File: src/hdl/inverse_cdf_interpolator_defines.svh
// Assertion macros shared by the inverse CDF interpolator RTL
`ifndef INVERSE_CDF_INTERPOLATOR_DEFINES_SVH
`define INVERSE_CDF_INTERPOLATOR_DEFINES_SVH

`ifndef SYNTHESIS

`define ICDF_ASSERT(lbl, clk, rst, prop, msg) \
   lbl: assert property (@(posedge clk) disable iff (rst) (prop)) else $error(msg);

`define ICDF_ASSERT_NEVER(lbl, clk, rst, expr, msg) \
   lbl: assert property (@(posedge clk) disable iff (rst) !(expr)) else $error(msg);

`else

`define ICDF_ASSERT(lbl, clk, rst, prop, msg)

`define ICDF_ASSERT_NEVER(lbl, clk, rst, expr, msg)

`endif

`endif

File: src/hdl/icdf_pkg.sv
// Shared types and constants of the inverse CDF interpolator
`timescale 1ns / 1ps
`default_nettype none

package icdf_pkg;

   localparam int MAX_POINTS_DEF     = 256;
   localparam int PROB_FRAC_BITS_DEF = 16;
   localparam int VALUE_W            = 32;
   localparam int OPCODE_W           = 2;

   typedef enum logic [OPCODE_W-1:0] {
      OP_APPEND = 2'd0,
      OP_QUERY  = 2'd1,
      OP_CLEAR  = 2'd2
   } op_type;

   typedef enum logic [1:0] {
      RD_ZERO,
      RD_LAST,
      RD_NEXT
   } rd_sel_type;

   typedef enum logic [1:0] {
      RES_ERR,
      RES_RDATA,
      RES_INTERP
   } res_sel_type;

   typedef struct packed {
      logic        wr_en;
      logic        clr;
      logic        q_load;
      rd_sel_type  rd_sel;
      logic        idx_clr;
      logic        idx_inc;
      logic        lo_load;
      logic        hi_load;
      logic        mul_go;
      logic        div_go;
      logic        res_load;
      res_sel_type res_sel;
      logic        rsp_load;
   } cmd_type;

   typedef struct packed {
      logic count_full;
      logic count_lt2;
      logic q_le0;
      logic q_ge1;
      logic hit;
      logic idx_zero;
      logic idx_last;
      logic div_done;
      logic rsp_free;
   } sts_type;

endpackage

`default_nettype wire

File: src/hdl/icdf_ctrl.sv
// Controller: decodes each request word and sequences the search and interpolation
`timescale 1ns / 1ps
`default_nettype none

module icdf_ctrl (
   input  wire logic                           clock,
   input  wire logic                           reset,
   input  wire logic                           req_tvalid,
   input  wire logic [icdf_pkg::OPCODE_W-1:0]  req_opcode,
   output logic                                req_tready,
   input  wire icdf_pkg::sts_type              sts,
   output icdf_pkg::cmd_type                   cmd
);

   typedef enum logic [2:0] {
      ST_IDLE,
      ST_LOAD,
      ST_SCAN,
      ST_MUL,
      ST_DSTART,
      ST_DIV,
      ST_OUT
   } state_type;

   state_type state_ff, state_in;

   always_comb begin
      cmd      = '0;
      cmd.rd_sel  = icdf_pkg::RD_NEXT;
      cmd.res_sel = icdf_pkg::RES_RDATA;
      state_in = state_ff;
      case (state_ff)
         ST_IDLE: begin
            if (req_tvalid) begin
               case (req_opcode)
                  icdf_pkg::OP_APPEND: cmd.wr_en = !sts.count_full;
                  icdf_pkg::OP_CLEAR:  cmd.clr = 1'b1;
                  icdf_pkg::OP_QUERY: begin
                     cmd.q_load = 1'b1;
                     if (sts.count_lt2) begin
                        cmd.res_load = 1'b1;
                        cmd.res_sel  = icdf_pkg::RES_ERR;
                        state_in     = ST_OUT;
                     end else if (sts.q_le0) begin
                        cmd.rd_sel = icdf_pkg::RD_ZERO;
                        state_in   = ST_LOAD;
                     end else if (sts.q_ge1) begin
                        cmd.rd_sel = icdf_pkg::RD_LAST;
                        state_in   = ST_LOAD;
                     end else begin
                        cmd.rd_sel  = icdf_pkg::RD_ZERO;
                        cmd.idx_clr = 1'b1;
                        state_in    = ST_SCAN;
                     end
                  end
                  default: ;
               endcase
            end
         end
         ST_LOAD: begin
            cmd.res_load = 1'b1;
            state_in     = ST_OUT;
         end
         ST_SCAN: begin
            if (sts.hit) begin
               if (sts.idx_zero) begin
                  cmd.res_load = 1'b1;
                  state_in     = ST_OUT;
               end else begin
                  cmd.hi_load = 1'b1;
                  state_in    = ST_MUL;
               end
            end else if (sts.idx_last) begin
               cmd.res_load = 1'b1;
               state_in     = ST_OUT;
            end else begin
               cmd.idx_inc = 1'b1;
               cmd.lo_load = 1'b1;
            end
         end
         ST_MUL: begin
            cmd.mul_go = 1'b1;
            state_in   = ST_DSTART;
         end
         ST_DSTART: begin
            cmd.div_go = 1'b1;
            state_in   = ST_DIV;
         end
         ST_DIV: begin
            if (sts.div_done) begin
               cmd.res_load = 1'b1;
               cmd.res_sel  = icdf_pkg::RES_INTERP;
               state_in     = ST_OUT;
            end
         end
         ST_OUT: begin
            if (sts.rsp_free) begin
               cmd.rsp_load = 1'b1;
               state_in     = ST_IDLE;
            end
         end
         default: state_in = ST_IDLE;
      endcase
   end

   always_ff @(posedge clock) begin
      if (reset) begin
         state_ff <= ST_IDLE;
      end else begin
         state_ff <= state_in;
      end
   end

   assign req_tready = (state_ff == ST_IDLE);

endmodule

`default_nettype wire

File: config.mk
export PLATFORM = sky130hd
export DESIGN_NAME = icdf_ctrl
export DESIGN_NICKNAME = d
export VERILOG_FILES = /design/src/hdl/inverse_cdf_interpolator_defines.svh /design/src/hdl/icdf_pkg.sv /design/src/hdl/icdf_ctrl.sv
export SDC_FILE = /design/constraint.sdc
export NUM_CORES = 1
export LEC_CHECK = 0
export BUFFER_PORTS_ARGS = -buffer_cell sky130_fd_sc_hd__buf_2
export CORE_AREA = 2 2 39 41
export CTS_BUF_LIST = sky130_fd_sc_hd__clkbuf_8
export CTS_CLUSTER_DIAMETER = 100
export CTS_CLUSTER_SIZE = 24
export DETAILED_ROUTE_END_ITERATION = 8
export DIE_AREA = 0 0 41 43
export PLACE_DENSITY = 0.63
export SLEW_MARGIN = 20
export SYNTH_ARGS = -nofsm -noshare
export SYNTH_HDL_FRONTEND = slang
export SYNTH_SLANG_ARGS = --single-unit
File: constraint.sdc
create_clock -name clock -period 2 [get_ports clock]
set_input_delay 0.3 -clock clock [delete_from_list [all_inputs] [get_ports clock]]
set_output_delay 0.3 -clock clock [all_outputs]
set_load 0.05 [all_outputs]
==> results.sh, run 1 <==
export IMPL_final_cells=106
export IMPL_vias_per_cell=5.085
export IMPL_yosysSeqAreaShare=0.1548
export IMPL_ys_types=30
export IMPL_critical_path_required_ps=1700
export IMPL_antenna_found_initial=0
export IMPL_synth_mux_area_frac=0.05161
export IMPL_synth_top_cells_by_area="dfxtp_1 (15%), nor2_1 (6.8%), or3_4 (5.8%)"
export IMPL_area_delta_synth_final_pct=74.19
export IMPL_critPathMaxFanout=3
export IMPL_cpMaxStageDelayCell="or3_4"
export IMPL_worstSkewPairLatency_ps=210
export IMPL_cts_root_buffer="clkbuf_8"
export IMPL_met2_length_microns=599
export IMPL_synth_simple_area_share=0.5161
export IMPL_syn_avg_cell_area_sq_um=7.052
export IMPL_synth_edf_count=0
export IMPL_met1Wirelength_microns=522
export IMPL_min_path_type="in -> reg"
export IMPL_yosysMostFrequentCell="nor2_1"
export IMPL_synth_compound_area_share=0.2161
export IMPL_synth_main_ff_cell="dfxtp_1"
export IMPL_cts_tree="done"
export IMPL_coreArea_sq_um=1384
export IMPL_peakVddDrop_v=0.0005274
export IMPL_path_cells="or3_4 > or3_4 > nor3b_4 > buf_6"
export IMPL_hold_viol_final=0
export IMPL_start_kind="flip-flop"
export IMPL_drt_iter0_markers=15
export IMPL_rsz0062_at_grt="yes"
export IMPL_dr_pass1_iters=4
export IMPL_grt_pass1_vias=384
export IMPL_fmax_mhz=504.1
export IMPL_post_synth_top_area_cell="dfxtp_1"
export IMPL_clk_pin_slew_worst_paths_ps=30
export IMPL_total_power_mw=0.9840
export IMPL_synthXorXnorAreaFrac=0
export IMPL_dp_cells=100
export IMPL_crit_path_end_kind="output port"
export IMPL_arrival_ps=1680
export IMPL_crit_type="reg -> out"
export IMPL_grt_pass1_wl_microns=1587
export IMPL_crit_path_frequent_cell="or3_4"
export IMPL_grt_max_degree=13
export IMPL_max_flop_register="state_ff"
export IMPL_synthTopCellsByCount="nor2_1 (7), a21oi_1 (4), nor3_1 (4)"
export IMPL_largest_reg_flops=3
export IMPL_rows=14
export IMPL_netlist_area_sq_um=387.9
export IMPL_ctsHoldBuffers=0
export IMPL_htreeDepth=1
export IMPL_die_area_sq_um=1763
export IMPL_synth_top_area_frac=0.1548
export IMPL_start_util=0.2803
export IMPL_via_count=539
export IMPL_crit_family="simple AND/OR/NAND/NOR gates"
export IMPL_skew_ps=2.030
export IMPL_design_area_sq_um=675.6
export IMPL_wl_per_cell_microns=11.67
export IMPL_synth_top_family_by_area="simple AND/OR/NAND/NOR gates"
export IMPL_slowest_delay_ps=410
export IMPL_drc_errors=0
export IMPL_top_layer="met3"
export IMPL_postPlaceCellArea_sq_um=591.8
export IMPL_cts_path_max_buffers=2
export IMPL_syn_inst=55
export IMPL_design_portCount=30
export IMPL_die_x_microns=41
export IMPL_cts_buffers=3
export IMPL_diodes=0
export IMPL_slew_viol_final=0
export IMPL_grt_total_usage=0.1294
export IMPL_finalSetupViolCount=0
export IMPL_tightest_slew_ps=373.2
export IMPL_power_leakage_nw=0.3451
export IMPL_crit_buf_inv=1
export IMPL_cts_sinks=3
export IMPL_synthArstFlopShare=0
export IMPL_dpl_hpwl_microns=980.1
export IMPL_hold_ws_ps=311.8
export IMPL_max_slew_margin_rel=0.7486
export IMPL_synthAdderAreaFrac=0
export IMPL_ys_ff_latch=3
export IMPL_syn_nets=69
export IMPL_status="finished clean"
export IMPL_fin_crit_ps=1984
export IMPL_ant_nets=0
export IMPL_power_density_nw_per_um2=1456
export IMPL_postLayoutCoreUtil=0.4882
export IMPL_wl_met3_microns=115
export IMPL_timing_final_crit_share=0.9918
export IMPL_drive_gt1_frac=0.5111
export IMPL_final_nets=105
export IMPL_dieHeight_microns=43
export IMPL_grt_ovfl_total=0
export IMPL_port_buffers=29
export IMPL_ys_warn_count=0
export IMPL_maxCapViolations=0
export IMPL_gp_congestion=0.7414
export IMPL_routed_wl_microns=1237
export IMPL_top_regs="state_ff: 3 flops"
kinds of logic (layout without fill, tap and decap cells):
kind of cell,Yosys count,count (layout)
and+or+nand+nor,32,32
buffers and inverters,5,40
DFF,3,3
muxes,2,2
AOI/OAI and AO/OA,13,13
per-stage QoR:
stage	setup WS, ps	TNS (ps)
finish	16.32	0
floorplan	-141.0	-299.6
global route	-48.28	-48.28
CTS	-11.64	-11.64
detailed placement	137.4	0
global placement	159.1	0
layer usage:
layer,track usage,up-vias
met2,0.2031,23
met5,0,-
li1,-,272
met1,0.1635,244
met3,0.03665,0
met4,0.04000,0
layout by cell type (no fill, tap or decap), types with 2 or more instances in the layout:
cell type,count
inv_1,3
buf_6,2
buf_2,25
mux2i_1,2
nand2_1,3
nor2_2,2
nor3_1,2
clkbuf_8,3
clkbuf_4,2
nand2b_1,2
dfxtp_1,3
or3_4,2
a21oi_1,4
buf_4,5
and3b_1,2
nand3b_1,2
nor2_1,5
o21ai_0,3
cell type report:
class | count | area [sq um]
Sequential cell | 3 | 60.06
Multi-Input combinational cell | 47 | 342.8
Clock buffer | 3 | 41.29
Tap cell | 16 | 20.02
Inverter | 2 | 7.507
Timing Repair Buffer | 34 | 200.2
Clock inverter | 1 | 3.754
Fill cell | 148 | 708.2
report_power, final:
group / switching, mW / total, mW / internal, mW
logic: 0.454 / 0.719 / 0.265
clock network: 0.0378 / 0.168 / 0.130
registers: 0.0117 / 0.0969 / 0.0853
timing repair:
action,4_1_cts,5_1_grt
endpoints found under the setup margin,2,4
resized for setup,3,4
setup buffers,0,2
final timing paths:
kind | cells after the start | startpoint | slack, ps | to
max | 4 | state_ff[1] | 20 | cmd[10]
min | 2 | reset | 310 | state_ff[1]
max reg2reg | 5 | state_ff[2] | 550 | state_ff[0]
min reg2reg | 3 | state_ff[2] | 660 | state_ff[2]
Note: power is estimated with default switching activity, not from simulation.
==> inputs of run 2 (changes only) <==
--- a/config.mk
+++ b/config.mk
@@ -6,12 +6,13 @@
 export NUM_CORES = 1
 export LEC_CHECK = 0
 export BUFFER_PORTS_ARGS = -buffer_cell sky130_fd_sc_hd__buf_2
-export CORE_AREA = 2 2 39 41
+export CORE_AREA = 3 3 40 42
 export CTS_BUF_LIST = sky130_fd_sc_hd__clkbuf_8
 export CTS_CLUSTER_DIAMETER = 100
 export CTS_CLUSTER_SIZE = 24
 export DETAILED_ROUTE_END_ITERATION = 8
-export DIE_AREA = 0 0 41 43
+export DIE_AREA = 0 0 43 45
+export GPL_ROUTABILITY_DRIVEN = 0
 export PLACE_DENSITY = 0.63
 export SLEW_MARGIN = 20
 export SYNTH_ARGS = -nofsm -noshare
==> results.sh, run 2 (synthesis results as in run 1) <==
export IMPL_status="finished clean"
export IMPL_cts_root_buffer="clkbuf_8"
export IMPL_top_regs="state_ff: 3 flops"
export IMPL_rows=13
export IMPL_routed_wl_microns=1311
export IMPL_die_area_sq_um=1935
export IMPL_layout_cells_most_common_list="buf_2 (25), nor2_1 (5), a21oi_1 (4), buf_4 (4)"
export IMPL_antenna_found_initial=0
export IMPL_die_x_microns=43
export IMPL_dpl_hpwl_microns=997.9
export IMPL_global_route_usage_met3=0.04781
export IMPL_power_density_nw_per_um2=1461
export IMPL_hold_ws_ps=295.5
export IMPL_diodes=0
export IMPL_coreArea_sq_um=1285
export IMPL_met2_usage=0.2365
export IMPL_largest_reg_flops=3
export IMPL_grt_most_used_layer="met2"
export IMPL_grt_max_degree=13
export IMPL_area_delta_synth_final_pct=70.32
export IMPL_grt_pass1_vias=479
export IMPL_drive_gt1_frac=0.5056
export IMPL_maxCapViolations=0
export IMPL_grt_total_usage=0.1373
export IMPL_via_count=554
export IMPL_design_portCount=30
export IMPL_drt_iter0_markers=11
export IMPL_crit_type="reg -> out"
export IMPL_critPathMaxFanout=3
export IMPL_finalSetupViolCount=0
export IMPL_max_slew_margin_rel=0.7669
export IMPL_drc_errors=0
export IMPL_dieHeight_microns=45
export IMPL_cts_buffers=3
export IMPL_fmax_mhz=501.3
export IMPL_grt_ovfl_total=0
export IMPL_start_util=0.3019
export IMPL_ant_nets=0
export IMPL_dr_pass1_iters=4
export IMPL_peakVddDrop_v=0.0008083
export IMPL_min_path_type="in -> reg"
export IMPL_fin_crit_ps=1995
export IMPL_port_buffers=29
export IMPL_use_met1=0.1490
export IMPL_start_kind="flip-flop"
export IMPL_postLayoutCoreUtil=0.5141
export IMPL_wl_per_cell_microns=12.61
export IMPL_max_flop_register="state_ff"
export IMPL_final_common_cell="buf_2"
export IMPL_vias_per_cell=5.327
export IMPL_cts_tree="done"
export IMPL_crit_path_end_kind="output port"
export IMPL_timing_final_crit_share=0.9974
export IMPL_skew_ps=3.075
export IMPL_slew_viol_final=0
export IMPL_final_nets=104
export IMPL_power_leakage_nw=0.3374
export IMPL_grt_pass1_wl_microns=1980
export IMPL_arrival_ps=1690
export IMPL_critical_path_required_ps=1700
export IMPL_n_fill_cell=134
export IMPL_rsz0062_at_grt="yes"
export IMPL_cts_sinks=3
export IMPL_hold_viol_final=0
export IMPL_clk_pin_slew_worst_paths_ps=30
export IMPL_cts_path_max_buffers=2
export IMPL_htreeDepth=1
export IMPL_worstSkewPairLatency_ps=220
export IMPL_tightest_slew_ps=346.1
## run 2: cell count changes in the layout (fill, tap and decap cells not counted), sizes merged
cell / change
buf: -1
## run 2: worst paths after layout
kind,start,end,cells after the start,slack [ps]
worst max register to register,state_ff[2],state_ff[0],5,560
worst min-delay path,reset,state_ff[1],2,300
worst max-delay path,state_ff[0],cmd[10],4,5
worst min register to register,state_ff[2],state_ff[2],3,650
## run 2: timing repair
item	4_1_cts	5_1_grt
hold buffers	0	0
buffers inserted	0	1
pin swaps	0	2
setup endpoints to repair	2	4
resized for setup	3	3
## run 2: stage by stage
stage | setup TNS [ps] | instance area, sq um | worst slack (ps) | power (mW) | cells
2_1_floorplan | -299.6 | 420.4 | -141.0 | 0.6032 | 55
3_3_place_gp | 0 | 590.6 | 159.6 | 0.7483 | 99
3_5_place_dp | 0 | 590.6 | 136.5 | 0.7517 | 99
4_1_cts | -24.37 | 644.4 | -24.37 | 0.9355 | 103
5_1_grt | -51.22 | 660.6 | -26.25 | 1.023 | 104
6_report | 0 | 660.6 | 5.221 | 0.9651 | 104
## run 2: final cells by class
cell class | count | area [sq um] | share of cell area
clock buffers | 3 | 41.29 | 0.06250
clock inverters | 1 | 3.754 | 0.005682
inverters | 2 | 7.507 | 0.01136
multi-input cells | 47 | 336.6 | 0.5095
flip-flops and latches | 3 | 60.06 | 0.09091
well taps | 15 | 18.77 | 0.02841
repair buffers | 33 | 192.7 | 0.2917
## run 2: layer usage
layer	vias to the layer above	share of wire
li1	271	-
met1	246	0.43
met2	29	0.46
met3	8	0.088
met4	0	0.021
met5	-	0
## run 2: power by group
part / leakage, nW / internal (mW) / switching, mW
Combinational: 0.286 / 0.244 / 0.447
Sequential: 0.0247 / 0.0853 / 0.0120
Clock: 0.0269 / 0.131 / 0.0456
## run 2: worst max-delay path: stages (launching register included)
cell and delay [ps]:
dfxtp_1 300, or3_4 380, or3_4 420, nor3b_4 190
buf_6 180
